--- config.mk ---
export PLATFORM = sky130hd
export DESIGN_NAME = hmac_sha1_engine
export DESIGN_NICKNAME = d
export VERILOG_FILES = /design/src/rtl/hs_pkg.sv /design/src/rtl/hmac_sha1_engine.sv /design/src/rtl/hs_front.sv /design/src/rtl/hs_queue.sv /design/src/rtl/hs_sha.sv /design/src/rtl/hs_back.sv
export SDC_FILE = /design/constraint.sdc
export NUM_CORES = 2
export LEC_CHECK = 0
export ABC_AREA = 1
export BUFFER_PORTS_ARGS = -buffer_cell sky130_fd_sc_hd__buf_4
export CORE_ASPECT_RATIO = 0.7
export CORE_UTILIZATION = 52
export CTS_BUF_LIST = sky130_fd_sc_hd__clkbuf_4
export DETAILED_ROUTE_END_ITERATION = 16
export PLACE_DENSITY = 0.67
export SLEW_MARGIN = 25
export SYNTH_ARGS = -nofsm -noshare
export SYNTH_HDL_FRONTEND = slang
export SYNTH_HIERARCHICAL = 1
export SYNTH_SLANG_ARGS = --single-unit
--- constraint.sdc ---
create_clock -name clk -period 27.7 [get_ports clk]
set_clock_uncertainty 0.2 [all_clocks]
set_input_delay 4.155 -clock clk [delete_from_list [all_inputs] [get_ports clk]]
set_output_delay 4.155 -clock clk [all_outputs]
set_load 0.05 [all_outputs]
--- src/rtl/hs_pkg.sv ---
// hs_pkg: shared types, constants and helpers of the HMAC-SHA1 engine.
// No dependencies; imported by every module in rtl/.
package hs_pkg;

  localparam int BLOCK_BYTES     = 64;
  localparam int DIGEST_BYTES    = 20;
  localparam int DIGEST_WORDS    = DIGEST_BYTES / 4;
  localparam int LEN_BYTES       = 8;
  localparam int ROUNDS          = 80;
  localparam int LENGTH_BITS_DEF = 32;
  localparam int QUEUE_DEPTH     = 4;

  localparam logic [7:0] IPAD     = 8'h36;
  localparam logic [7:0] OPAD     = 8'h5c;
  localparam logic [7:0] PAD_MARK = 8'h80;
  localparam logic [5:0] LEN_POS  = 6'(BLOCK_BYTES - LEN_BYTES);

  typedef logic [31:0] word_t;
  typedef logic [DIGEST_WORDS-1:0][31:0] digest_t;

  localparam digest_t SHA_IV = {32'hC3D2E1F0, 32'h10325476, 32'h98BADCFE,
                                32'hEFCDAB89, 32'h67452301};

  localparam word_t K0 = 32'h5A827999;
  localparam word_t K1 = 32'h6ED9EBA1;
  localparam word_t K2 = 32'h8F1BBCDC;
  localparam word_t K3 = 32'hCA62C1D6;

  typedef struct packed {
    logic       msg;
    logic [7:0] data;
    logic       valid;
    logic       last;
  } op_t;

  typedef struct packed {
    logic       init;
    logic       push;
    logic [7:0] data;
  } sha_ctrl_t;

  typedef struct packed {
    logic       ready;
    logic [5:0] bpos;
  } sha_stat_t;

  function automatic logic [7:0] byte_of(word_t w, logic [1:0] lane);
    logic [7:0] b;
    case (lane)
      2'd0:    b = w[31:24];
      2'd1:    b = w[23:16];
      2'd2:    b = w[15:8];
      default: b = w[7:0];
    endcase
    return b;
  endfunction

endpackage

--- src/rtl/hmac_sha1_engine.sv ---
// hmac_sha1_engine: streaming HMAC-SHA1 top level.
// Depends on hs_pkg, hs_front, hs_queue, hs_sha, hs_back.
//
//   channel   handshake         payload
//   input     push / full       cmd, data_byte, byte_valid, last_of_part
//   result    empty / pop       digest_word, word_index, last_word, length_overflow
//
// Bytes pass through the sequencer one at a time; every 64th byte of a
// SHA-1 stream starts a compression in the single-round compression unit.
// Closing the key loads the inner pad block, after a SHA-1 finish when the key
// was hashed; the message end finishes both hashes before the first word.
// Reset is synchronous and clears all control state.
// A 4-entry op queue keeps taking words while the sequencer or output stalls.
module hmac_sha1_engine import hs_pkg::*; #(
  parameter int LENGTH_BITS = LENGTH_BITS_DEF
) (
  input  logic        clk,
  input  logic        rst,
  input  logic        push,
  output logic        full,
  input  logic        cmd,
  input  logic [7:0]  data_byte,
  input  logic        byte_valid,
  input  logic        last_of_part,
  output logic        empty,
  input  logic        pop,
  output logic [31:0] digest_word,
  output logic [2:0]  word_index,
  output logic        last_word,
  output logic        length_overflow
);

  logic      q_full;
  logic      q_push;
  op_t       q_in;
  logic      q_empty;
  logic      q_pop;
  op_t       q_out;
  sha_ctrl_t sctrl;
  sha_stat_t sstat;
  digest_t   hash;

  hs_front u_front (
    .clk          (clk),
    .rst          (rst),
    .push         (push),
    .full         (full),
    .cmd          (cmd),
    .data_byte    (data_byte),
    .byte_valid   (byte_valid),
    .last_of_part (last_of_part),
    .q_full       (q_full),
    .q_push       (q_push),
    .q_op         (q_in)
  );

  hs_queue u_queue (
    .clk   (clk),
    .rst   (rst),
    .push  (q_push),
    .din   (q_in),
    .full  (q_full),
    .pop   (q_pop),
    .dout  (q_out),
    .empty (q_empty)
  );

  hs_sha u_sha (
    .clk  (clk),
    .rst  (rst),
    .ctrl (sctrl),
    .stat (sstat),
    .hash (hash)
  );

  hs_back #(
    .LENGTH_BITS (LENGTH_BITS)
  ) u_back (
    .clk             (clk),
    .rst             (rst),
    .q_empty         (q_empty),
    .q_pop           (q_pop),
    .q_op            (q_out),
    .sctrl           (sctrl),
    .sstat           (sstat),
    .hash            (hash),
    .empty           (empty),
    .pop             (pop),
    .digest_word     (digest_word),
    .word_index      (word_index),
    .last_word       (last_word),
    .length_overflow (length_overflow)
  );

endmodule

--- src/rtl/hs_front.sv ---
// hs_front: accepts input words, drops key bytes that arrive after the key
// has closed, and tracks the key/message phase. Depends on hs_pkg.
module hs_front import hs_pkg::*; (
  input  logic       clk,
  input  logic       rst,
  input  logic       push,
  output logic       full,
  input  logic       cmd,
  input  logic [7:0] data_byte,
  input  logic       byte_valid,
  input  logic       last_of_part,
  input  logic       q_full,
  output logic       q_push,
  output op_t        q_op
);

  logic msg_phase;
  logic keep;

  assign keep   = cmd | ~msg_phase;
  assign full   = q_full;
  assign q_push = push & ~q_full & keep;
  assign q_op   = '{msg: cmd, data: data_byte, valid: byte_valid, last: last_of_part};

  always_ff @(posedge clk) begin
    if (rst) begin
      msg_phase <= 1'b0;
    end else if (q_push) begin
      if (cmd) begin
        msg_phase <= ~last_of_part;
      end else if (last_of_part) begin
        msg_phase <= 1'b1;
      end
    end
  end

endmodule

--- src/rtl/hs_queue.sv ---
// hs_queue: short op queue between front and back.
// Depends on hs_pkg.
module hs_queue import hs_pkg::*; #(
  parameter int DEPTH = QUEUE_DEPTH
) (
  input  logic clk,
  input  logic rst,
  input  logic push,
  input  op_t  din,
  output logic full,
  input  logic pop,
  output op_t  dout,
  output logic empty
);

  localparam int AW = $clog2(DEPTH);

  op_t           mem [DEPTH];
  logic [AW-1:0] wp;
  logic [AW-1:0] rp;
  logic [AW:0]   count;
  logic          do_push;
  logic          do_pop;

  assign full    = count == (AW+1)'(DEPTH);
  assign empty   = count == '0;
  assign dout    = mem[rp];
  assign do_push = push & ~full;
  assign do_pop  = pop & ~empty;

  always_ff @(posedge clk) begin
    if (do_push) begin
      mem[wp] <= din;
    end
  end

  always_ff @(posedge clk) begin
    if (rst) begin
      wp    <= '0;
      rp    <= '0;
      count <= '0;
    end else begin
      if (do_push) begin
        wp <= (wp == AW'(DEPTH - 1)) ? '0 : wp + 1'b1;
      end
      if (do_pop) begin
        rp <= (rp == AW'(DEPTH - 1)) ? '0 : rp + 1'b1;
      end
      if (do_push && !do_pop) begin
        count <= count + 1'b1;
      end else if (do_pop && !do_push) begin
        count <= count - 1'b1;
      end
    end
  end

endmodule

--- src/rtl/hs_sha.sv ---
// hs_sha: SHA-1 byte packer and compression unit, one round per cycle.
// Depends on hs_pkg.
module hs_sha import hs_pkg::*; (
  input  logic      clk,
  input  logic      rst,
  input  sha_ctrl_t ctrl,
  output sha_stat_t stat,
  output digest_t   hash
);

  word_t       w [16];
  logic [23:0] cur;
  word_t       a, b, c, d, e;
  logic [6:0]  rnd;
  logic        busy;
  logic [5:0]  bpos;
  word_t       f, k, wnew, t2;

  always_comb begin
    if (rnd < 7'd20) begin
      f = (b & c) | (~b & d);
      k = K0;
    end else if (rnd < 7'd40) begin
      f = b ^ c ^ d;
      k = K1;
    end else if (rnd < 7'd60) begin
      f = (b & c) | (b & d) | (c & d);
      k = K2;
    end else begin
      f = b ^ c ^ d;
      k = K3;
    end
    wnew = w[13] ^ w[8] ^ w[2] ^ w[0];
    wnew = {wnew[30:0], wnew[31]};
    t2   = {a[26:0], a[31:27]} + f + e + k + w[0];
  end

  assign stat.ready = ~busy;
  assign stat.bpos  = bpos;

  always_ff @(posedge clk) begin
    if (rst) begin
      busy <= 1'b0;
      bpos <= '0;
      rnd  <= '0;
    end else begin
      if (ctrl.init) begin
        hash <= SHA_IV;
      end
      if (busy) begin
        if (rnd == 7'(ROUNDS)) begin
          hash[0] <= hash[0] + a;
          hash[1] <= hash[1] + b;
          hash[2] <= hash[2] + c;
          hash[3] <= hash[3] + d;
          hash[4] <= hash[4] + e;
          busy    <= 1'b0;
        end else begin
          a <= t2;
          b <= a;
          c <= {b[1:0], b[31:2]};
          d <= c;
          e <= d;
          for (int i = 0; i < 15; i++) begin
            w[i] <= w[i+1];
          end
          w[15] <= wnew;
          rnd   <= rnd + 1'b1;
        end
      end else if (ctrl.push) begin
        cur  <= {cur[15:0], ctrl.data};
        bpos <= bpos + 1'b1;
        if (bpos[1:0] == 2'd3) begin
          for (int i = 0; i < 15; i++) begin
            w[i] <= w[i+1];
          end
          w[15] <= {cur, ctrl.data};
        end
        if (bpos == 6'(BLOCK_BYTES - 1)) begin
          busy <= 1'b1;
          rnd  <= '0;
          a    <= hash[0];
          b    <= hash[1];
          c    <= hash[2];
          d    <= hash[3];
          e    <= hash[4];
        end
      end
    end
  end

endmodule

--- src/rtl/hs_back.sv ---
// hs_back: HMAC sequencer; key handling, pads, SHA-1 finishing and digest
// output register. Depends on hs_pkg; drives hs_sha.
module hs_back import hs_pkg::*; #(
  parameter int LENGTH_BITS = LENGTH_BITS_DEF
) (
  input  logic        clk,
  input  logic        rst,
  input  logic        q_empty,
  output logic        q_pop,
  input  op_t         q_op,
  output sha_ctrl_t   sctrl,
  input  sha_stat_t   sstat,
  input  digest_t     hash,
  output logic        empty,
  input  logic        pop,
  output logic [31:0] digest_word,
  output logic [2:0]  word_index,
  output logic        last_word,
  output logic        length_overflow
);

  localparam logic [LENGTH_BITS-1:0] LIMIT = '1;

  typedef enum logic [4:0] {
    S_IDLE, S_DISPATCH, S_KEY, S_HKEY, S_KCLOSE, S_F80, S_FZ, S_FLEN, S_FWAIT,
    S_KCOPY, S_PADINIT, S_PADS, S_MSG, S_MEND, S_SAVEIN, S_INNER, S_EMIT, S_CLEAR
  } state_t;

  state_t                 state;
  state_t                 fin_ret;
  op_t                    op;
  logic [LENGTH_BITS-1:0] plen;
  logic                   hashed;
  logic                   ovf;
  logic                   key_phase;
  logic                   outer;
  logic [5:0]             cnt;
  logic [63:0]            lenreg;
  word_t                  key_w [16];
  digest_t                inner;
  logic                   out_valid;
  logic                   at_limit;
  logic                   short_key;
  logic [LENGTH_BITS:0]   msg_total;
  logic [7:0]             key_byte;

  assign at_limit  = plen == LIMIT;
  assign short_key = plen < LENGTH_BITS'(BLOCK_BYTES);
  assign msg_total = {1'b0, plen} + (LENGTH_BITS+1)'(BLOCK_BYTES);
  assign key_byte  = byte_of(key_w[cnt[5:2]], cnt[1:0]);
  assign q_pop     = (state == S_IDLE) && !q_empty;
  assign empty     = ~out_valid;

  always_comb begin
    sctrl = '0;
    unique case (state)
      S_KEY: begin
        if (!at_limit && !short_key) begin
          if (!hashed) begin
            sctrl.init = sstat.ready;
          end else begin
            sctrl.push = sstat.ready;
            sctrl.data = op.data;
          end
        end
      end
      S_HKEY: begin
        sctrl.push = sstat.ready;
        sctrl.data = key_byte;
      end
      S_F80: begin
        sctrl.push = sstat.ready;
        sctrl.data = PAD_MARK;
      end
      S_FZ: begin
        sctrl.push = sstat.ready && (sstat.bpos != LEN_POS);
      end
      S_FLEN: begin
        sctrl.push = sstat.ready;
        sctrl.data = lenreg[63:56];
      end
      S_PADINIT: begin
        sctrl.init = sstat.ready;
      end
      S_PADS: begin
        sctrl.push = sstat.ready;
        sctrl.data = key_byte ^ (outer ? OPAD : IPAD);
      end
      S_MSG: begin
        sctrl.push = sstat.ready && op.valid && !at_limit;
        sctrl.data = op.data;
      end
      S_INNER: begin
        sctrl.push = sstat.ready;
        sctrl.data = byte_of(inner[cnt[4:2]], cnt[1:0]);
      end
      default: begin
        sctrl = '0;
      end
    endcase
  end

  always_ff @(posedge clk) begin
    if (rst) begin
      state     <= S_IDLE;
      fin_ret   <= S_IDLE;
      out_valid <= 1'b0;
      plen      <= '0;
      hashed    <= 1'b0;
      ovf       <= 1'b0;
      key_phase <= 1'b1;
      outer     <= 1'b0;
      cnt       <= '0;
      for (int i = 0; i < 16; i++) begin
        key_w[i] <= '0;
      end
    end else begin
      if (pop && out_valid && state != S_EMIT) begin
        out_valid <= 1'b0;
      end
      unique case (state)
        S_IDLE: begin
          if (!q_empty) begin
            op    <= q_op;
            state <= S_DISPATCH;
          end
        end
        S_DISPATCH: begin
          if (op.msg) begin
            state <= key_phase ? S_KCLOSE : S_MSG;
          end else if (op.valid) begin
            state <= S_KEY;
          end else if (op.last) begin
            state <= S_KCLOSE;
          end else begin
            state <= S_IDLE;
          end
        end
        S_KEY: begin
          if (at_limit) begin
            ovf   <= 1'b1;
            state <= op.last ? S_KCLOSE : S_IDLE;
          end else if (short_key) begin
            case (plen[1:0])
              2'd0:    key_w[plen[5:2]][31:24] <= op.data;
              2'd1:    key_w[plen[5:2]][23:16] <= op.data;
              2'd2:    key_w[plen[5:2]][15:8]  <= op.data;
              default: key_w[plen[5:2]][7:0]   <= op.data;
            endcase
            plen  <= plen + 1'b1;
            state <= op.last ? S_KCLOSE : S_IDLE;
          end else if (sctrl.init) begin
            hashed <= 1'b1;
            cnt    <= '0;
            state  <= S_HKEY;
          end else if (sctrl.push) begin
            plen  <= plen + 1'b1;
            state <= op.last ? S_KCLOSE : S_IDLE;
          end
        end
        S_HKEY: begin
          if (sctrl.push) begin
            cnt <= cnt + 1'b1;
            if (cnt == 6'(BLOCK_BYTES - 1)) begin
              state <= S_KEY;
            end
          end
        end
        S_KCLOSE: begin
          if (hashed) begin
            lenreg  <= 64'(plen) << 3;
            fin_ret <= S_KCOPY;
            state   <= S_F80;
          end else begin
            state <= S_PADINIT;
          end
        end
        S_F80: begin
          if (sctrl.push) begin
            state <= S_FZ;
          end
        end
        S_FZ: begin
          if (sstat.bpos == LEN_POS) begin
            cnt   <= '0;
            state <= S_FLEN;
          end
        end
        S_FLEN: begin
          if (sctrl.push) begin
            lenreg <= lenreg << 8;
            cnt    <= cnt + 1'b1;
            if (cnt == 6'(LEN_BYTES - 1)) begin
              state <= S_FWAIT;
            end
          end
        end
        S_FWAIT: begin
          if (sstat.ready) begin
            cnt   <= '0;
            state <= fin_ret;
          end
        end
        S_KCOPY: begin
          for (int i = 0; i < 16; i++) begin
            key_w[i] <= (i < DIGEST_WORDS) ? hash[i] : '0;
          end
          state <= S_PADINIT;
        end
        S_PADINIT: begin
          if (sctrl.init) begin
            cnt   <= '0;
            state <= S_PADS;
          end
        end
        S_PADS: begin
          if (sctrl.push) begin
            cnt <= cnt + 1'b1;
            if (cnt == 6'(BLOCK_BYTES - 1)) begin
              if (outer) begin
                state <= S_INNER;
              end else begin
                plen      <= '0;
                key_phase <= 1'b0;
                state     <= op.msg ? S_MSG : S_IDLE;
              end
            end
          end
        end
        S_MSG: begin
          if (op.valid && at_limit) begin
            ovf   <= 1'b1;
            state <= op.last ? S_MEND : S_IDLE;
          end else if (!op.valid) begin
            state <= op.last ? S_MEND : S_IDLE;
          end else if (sctrl.push) begin
            plen  <= plen + 1'b1;
            state <= op.last ? S_MEND : S_IDLE;
          end
        end
        S_MEND: begin
          lenreg  <= 64'(msg_total) << 3;
          fin_ret <= S_SAVEIN;
          state   <= S_F80;
        end
        S_SAVEIN: begin
          inner <= hash;
          outer <= 1'b1;
          state <= S_PADINIT;
        end
        S_INNER: begin
          if (sctrl.push) begin
            cnt <= cnt + 1'b1;
            if (cnt == 6'(DIGEST_BYTES - 1)) begin
              lenreg  <= 64'(BLOCK_BYTES + DIGEST_BYTES) << 3;
              fin_ret <= S_EMIT;
              state   <= S_F80;
            end
          end
        end
        S_EMIT: begin
          if (!out_valid || pop) begin
            digest_word     <= hash[cnt[2:0]];
            word_index      <= cnt[2:0];
            last_word       <= cnt == 6'(DIGEST_WORDS - 1);
            length_overflow <= ovf;
            out_valid       <= 1'b1;
            cnt             <= cnt + 1'b1;
            if (cnt == 6'(DIGEST_WORDS - 1)) begin
              state <= S_CLEAR;
            end
          end
        end
        S_CLEAR: begin
          for (int i = 0; i < 16; i++) begin
            key_w[i] <= '0;
          end
          plen      <= '0;
          hashed    <= 1'b0;
          ovf       <= 1'b0;
          key_phase <= 1'b1;
          outer     <= 1'b0;
          state     <= S_IDLE;
        end
        default: begin
          state <= S_IDLE;
        end
      endcase
    end
  end

endmodule

== Yosys cells after proc, flatten, opt, wreduce, memory -nomap -nowiden ==
Memories as Yosys holds them, arrays and structs flattened. A register that Yosys moved wholly into a read port is not among the register bits.
Index checks and enable logic that the tools add are counted.

* Word-level logic and storage cells: 480
* Memory bits (writable): 1,068
* Input bits: 15
* Register bits: 680
* Memories: 3
* Output and inout port bits: 39

* Muxes and demuxes: 224
* Reduce and logical (&&, ||, !) cells: 54
* Equal/unequal tests: 64
* Bitwise gates (word level): 74
* Add/subtract/negate cells: 18
* Magnitude comparators: 6

{| class="wikitable"
|+ Memories
! memory !! words !! width !! read ports !! clocked after memory_dff !! wr ports !! RTL line !! source
|-
| u_back.key_w || 16 || 32 || 1 || 1 || 16 || hs_back.sv:39 || <nowiki>word_t key_w [16];</nowiki>
|-
| u_sha.w || 16 || 32 || 16 || 0 || 16 || hs_sha.sv:11 || <nowiki>word_t w [16];</nowiki>
|-
| u_queue.mem || 4 || 11 || 1 || 1 || 1 || hs_queue.sv:18 || <nowiki>op_t mem [DEPTH];</nowiki>
|}

{| class="wikitable"
|+ Operator list
! cell !! number
|-
| 2-to-1 mux 32 bit || 85
|-
| 2-to-1 mux 160 bit || 3
|-
| adder 32 bit || 9
|-
| 2-to-1 mux 64 bit || 4
|-
| case mux 64 bit (4 select lines) || 1
|-
| binary-select mux 32 bit (select 3 bit) || 2
|-
| bitwise XOR 32 bit || 5
|-
| 2-to-1 mux 5 bit || 28
|-
| AND 32 bit || 4
|-
| case mux 32 bit (4 select lines) || 1
|-
| OR 32 bit || 3
|-
| case mux 5 bit (16 select lines) || 1
|-
| 2-to-1 mux 1 bit || 60
|-
| case mux 8 bit (7 select lines) || 1
|-
| OR 1 bit || 49
|-
| case mux 8 bit (3 select lines) || 2
|-
| 2-to-1 mux 6 bit || 7
|-
| == test 5 x 4 -> 1 bit, second input constant || 8
|-
| case mux 6 bit (6 select lines) || 1
|-
| 2-to-1 mux 7 bit || 5
|-
| adder 32 x 7 -> 33 bit, second input constant || 1
|-
| adder 32 x 1 -> 32 bit, second input constant || 1
|-
| == test 32 bit, second input constant || 1
|-
| < comparator 32 x 7 -> 1 bit, second input constant || 1
|-
| other kinds (62) || 157
|}

== Logic depth before layout (Yosys ltp) ==
* Word-level depth: 12
* Gate-level depth with buffers: 28
* Gate-level depth less buffers: 27

== Hierarchy ==
Netlist, hierarchy kept.

{| class="wikitable"
|+ Modules (own cells, without submodules)
! module !! area an instance (um2) !! sequential area each (um2) !! instances !! cells an instance
|-
| hs_sha || 47,818.4 || 25,984.9 || 1 || 4,969
|-
| hs_back || 40,742.8 || 24,573.6 || 1 || 4,368
|-
| hs_queue || 2,172.1 || 1,501.4 || 1 || 178
|-
| hs_front || 152.6 || 20.0 || 1 || 23
|}

== Worst setup path before layout ==
No wires, ideal clock.

* Kind: input-to-reg
* Start: input port rst
* End: memory u_sha/w[0][0] in the netlist's numbering (enable)
* Stages on the path: 6
* Path buffers: 3
* Arrival: 17.731 ns
* Setup slack: 8.866 ns
* Library setup time: 0.903 ns
* Required time: 26.597 ns
* Cells stage by stage: clkbuf_1 inv_2 nand2_2 buf_2 buf_4 nand2_1

{| class="wikitable"
|+ RTL lines
! what !! RTL line !! source
|-
| start: declaration || hmac_sha1_engine.sv:18 || <nowiki>input logic rst,</nowiki>
|-
| end: declaration || hs_sha.sv:11 ||
|}

==> results.json <==
{
  "outcome": "finished, final reports clean",
  "grt_pass1_wl_um": 475000,
  "grt_pass1_vias": 67416,
  "cts_tree": "yes",
  "die_y_um": 352,
  "drc": 0,
  "max_stage_delay_ps": 770,
  "viasPerCell": 6.10,
  "fin_crit_ps": 7330,
  "slew-limit-headroom_pct": 13.4,
  "syn_area_per_cell_um2": 9.53,
  "synthArstFlopShare_pct": 0,
  "cts_resized": 0,
  "synth-seq-cells": 1761,
  "synth.distinct_cells": 57,
  "synth_edf_count": 1681,
  "critPathArrivalTime_ps": 8050,
  "drive_above_1_share_pct": 10.1,
  "drv_cap": 0,
  "worstSkewPairLatency_ps": 1410,
  "crit_top_cell": "buf_4",
  "drtPass1Iterations": 10,
  "combPwrFrac_pct": 23.1,
  "powerDensity_nw_per_um2": 73.1,
  "yosysTopAreaCellShare_pct": 55.5,
  "ios": 54,
  "fin_crit_sh_pct": 26.5,
  "busiest_layer": "met1",
  "seqPwrFrac_pct": 46.6,
  "die_w_um": 502,
  "hold_buffers": 0,
  "p_clk_share_pct": 30.3,
  "power.total_mw": 7.25,
  "die_area_um2": 176000,
  "grt_max_degree": 218,
  "synth_compound_area_share_pct": 10.4,
  "finalSetupViolCount": 0,
  "rows": 127,
  "clk_pin_slew_worst_paths_ps": 70,
  "n_fill_cell": 15201,
  "cts_buffer_depth": 4,
  "wl_per_cell_um": 27.4,
  "cts_root_buf": "clkbuf_4",
  "syn_inst": 9538,
  "pre_cts_slack_ps": 18730,
  "cts_buffers": 434,
  "clock-sinks": 1761,
  "nets": 10119,
  "path_class": "in2reg",
  "h-tree-depth": 5,
  "synth-xor-area-share_pct": 1.76,
  "grt_use_met3_pct": 19.9,
  "postRouteAntennaNets": 0,
  "synth_top_family_by_area": "simple AND/OR/NAND/NOR gates",
  "worst_pin_slew_ps": 1290,
  "synth_fa_ha_area_share_pct": 5.71,
  "hold_class": "reg2reg",
  "leakage_nw": 40.3,
  "start_util_pct": 52.7,
  "worstPathRequired_ps": 28420,
  "hold_viol_final": 0,
  "syn_to_final_growth_pct": 9.03,
  "setup_ws_ps": 20370,
  "yosysTopAreaCell": "edfxtp_1",
  "dpl.hpwl_um": 249000,
  "vias": 75790,
  "netlist_area_um2": 90900,
  "io_buffers": 53,
  "grtUsageMet2_pct": 46.9,
  "worstPathCellList": "buf_4 -> inv_6 -> nand2_1 -> nand2_4 -> buf_4 -> buf_6 -> buf_4",
  "post_cts_buffers": 0,
  "slew_viol_final": 0,
  "synth-seq-area-share_pct": 57.3,
  "worstSetupEndpointType": "register",
  "slowest_stage": "buf_4",
  "grt_usage_pct": 37.9,
  "syn-num-nets": 9892,
  "synth_warnings": 6,
  "gp_congestion": 1.11,
  "fp.coreArea_um2": 172000,
  "synth_flop_cell": "edfxtp_1",
  "p_sw_share_pct": 35.1,
  "rsz0062_at_grt": "no",
  "hold_slack_ps": 163,
  "wirelength_um": 340000,
  "start_kind": "input port",
  "yosys.area_share.simple_pct": 18.4,
  "vdd_drop_max_mv": 0.0657,
  "met1_usage_pct": 55.6,
  "synth_area_leaders": "edfxtp_1 56%, nand2_1 8.3%, nor2_1 5.2%",
  "path_max_fanout": 86,
  "setup_tns_ps": 0,
  "synthMuxAreaShare_pct": 0.0110,
  "drtIter0Drc": 12449,
  "power.internal_mw": 4.70,
  "max_freq_ghz": 0.136,
  "grt_remaining_overflow": 0,
  "grt_antenna_before_repair": 28,
  "switchingPower_mw": 2.55
}
==> flip-flops by register name, summed over array words and instances, names as in the netlist, 11 cells and up, named ones only <==
name and cells:
u_queue/mem 44, u_back/op 11, u_sha/b 32, u_back/lenreg 61, u_sha/e 32, u_back/plen 32
u_back/inner 160, u_sha/cur 24, u_back/digest_word 32, u_sha/d 32, u_sha/w 512, u_sha/hash 160
u_sha/a 32, u_back/key_w 512, u_sha/c 32
==> cells in the final DEF (no fill, tap or decap), types with 126 or more instances in the layout <==
| cell type | count |
|---|---|
| a21oi_1 | 396 |
| buf_4 | 175 |
| clkbuf_4 | 649 |
| edfxtp_1 | 1681 |
| fa_1 | 126 |
| ha_1 | 213 |
| inv_1 | 1057 |
| nand2_1 | 2017 |
| nand3_1 | 498 |
| nor2_1 | 1244 |
| o21ai_0 | 750 |
| o22ai_1 | 238 |
| xnor2_1 | 129 |
==> final cells by class <==
cell class | instances | area (um^2) | share of cell area [%]
sequential | 1761 | 52100 | 52.6
multi-input combinational | 6277 | 33100 | 33.4
clock buffer | 649 | 4870 | 4.92
inverter | 1111 | 4180 | 4.22
tap | 2322 | 2910 | 2.93
timing repair buffer | 180 | 1400 | 1.41
clock inverter | 94 | 534 | 0.539
antenna | 21 | 52.6 | 0.0530
==> metal layers <==
metal / part of all wire, % / wire (um)
met5: 0.17 / 575
met4: 3.2 / 11000
met3: 18 / 62800
met2: 37 / 125000
met1: 41 / 141000
==> Yosys cell counts (all sizes together) (6+ instances only) <==
library cell and n:
a221oi 16, fa 126, o21a 8, nor2 1281, xor2 54, a32o 7
a21oi 398, edfxtp 1681, nand2 2064, o221ai 12, and3 6, o21bai 24
o211ai 111, nand3b 22, o21ai 802, nor3 75, xnor2 129, a211oi 19
or2 16, ha 213, dfxtp 80, nor4 11, a31oi 12, a22oi 20
inv 1101, buf 131, clkinv 10, a21o 7, nand3 504, nand4 77
clkbuf 258, o22ai 238
==> power by group through the flow <==
stage	Clock [mW]	Combinational, mW	Sequential, mW
detailed placement	0	1.56	3.42
floorplan	0	1.00	3.31
CTS	2.23	1.57	3.36
global placement	0	1.54	3.42
finish	2.20	1.67	3.37
global route	2.36	1.77	3.38
==> worst max-delay path, delay by kind of cell <==
kind / cells / cell delay (ps)
simple gates: 2 / 870
buf+inv: 5 / 2780
==> metrics by stage <==
step           cell area (um^2)  util [%]  instances
5_1_grt                   99100      57.5      12403
3_3_place_gp              93500      54.3      11649
4_1_cts                   99000      57.4      12393
3_5_place_dp              93600      54.3      11650
2_1_floorplan             90900         -       9538
6_report                  99100      57.5      12415
==> worst paths after layout <==
kind / start / endpoint / slack (ps) / depth (start not counted)
worst min register to register: u_sha/w[1][57] / u_sha/w[1][25] / 160 / 0
worst max-delay path: rst / u_sha/w[0][151] / 20370 / 7
worst max register to register: u_sha/rnd[3] / u_sha/a[29] / 20460 / 24
worst min-delay path: u_sha/w[1][57] / u_sha/w[1][25] / 160 / 0
==> cells by family (layout without fill, tap and decap cells) <==
family,Yosys count,after routing
AOI/OAI and AO/OA,1690,1690
xor gates and xnor gates,183,183
adders and majority gates,339,339
buffers and inverters,1500,2034
DFF,1761,1761
muxes,1,1
other,0,21
and+or+nand+nor,4064,4064
Power figures use the tool's default switching activity.
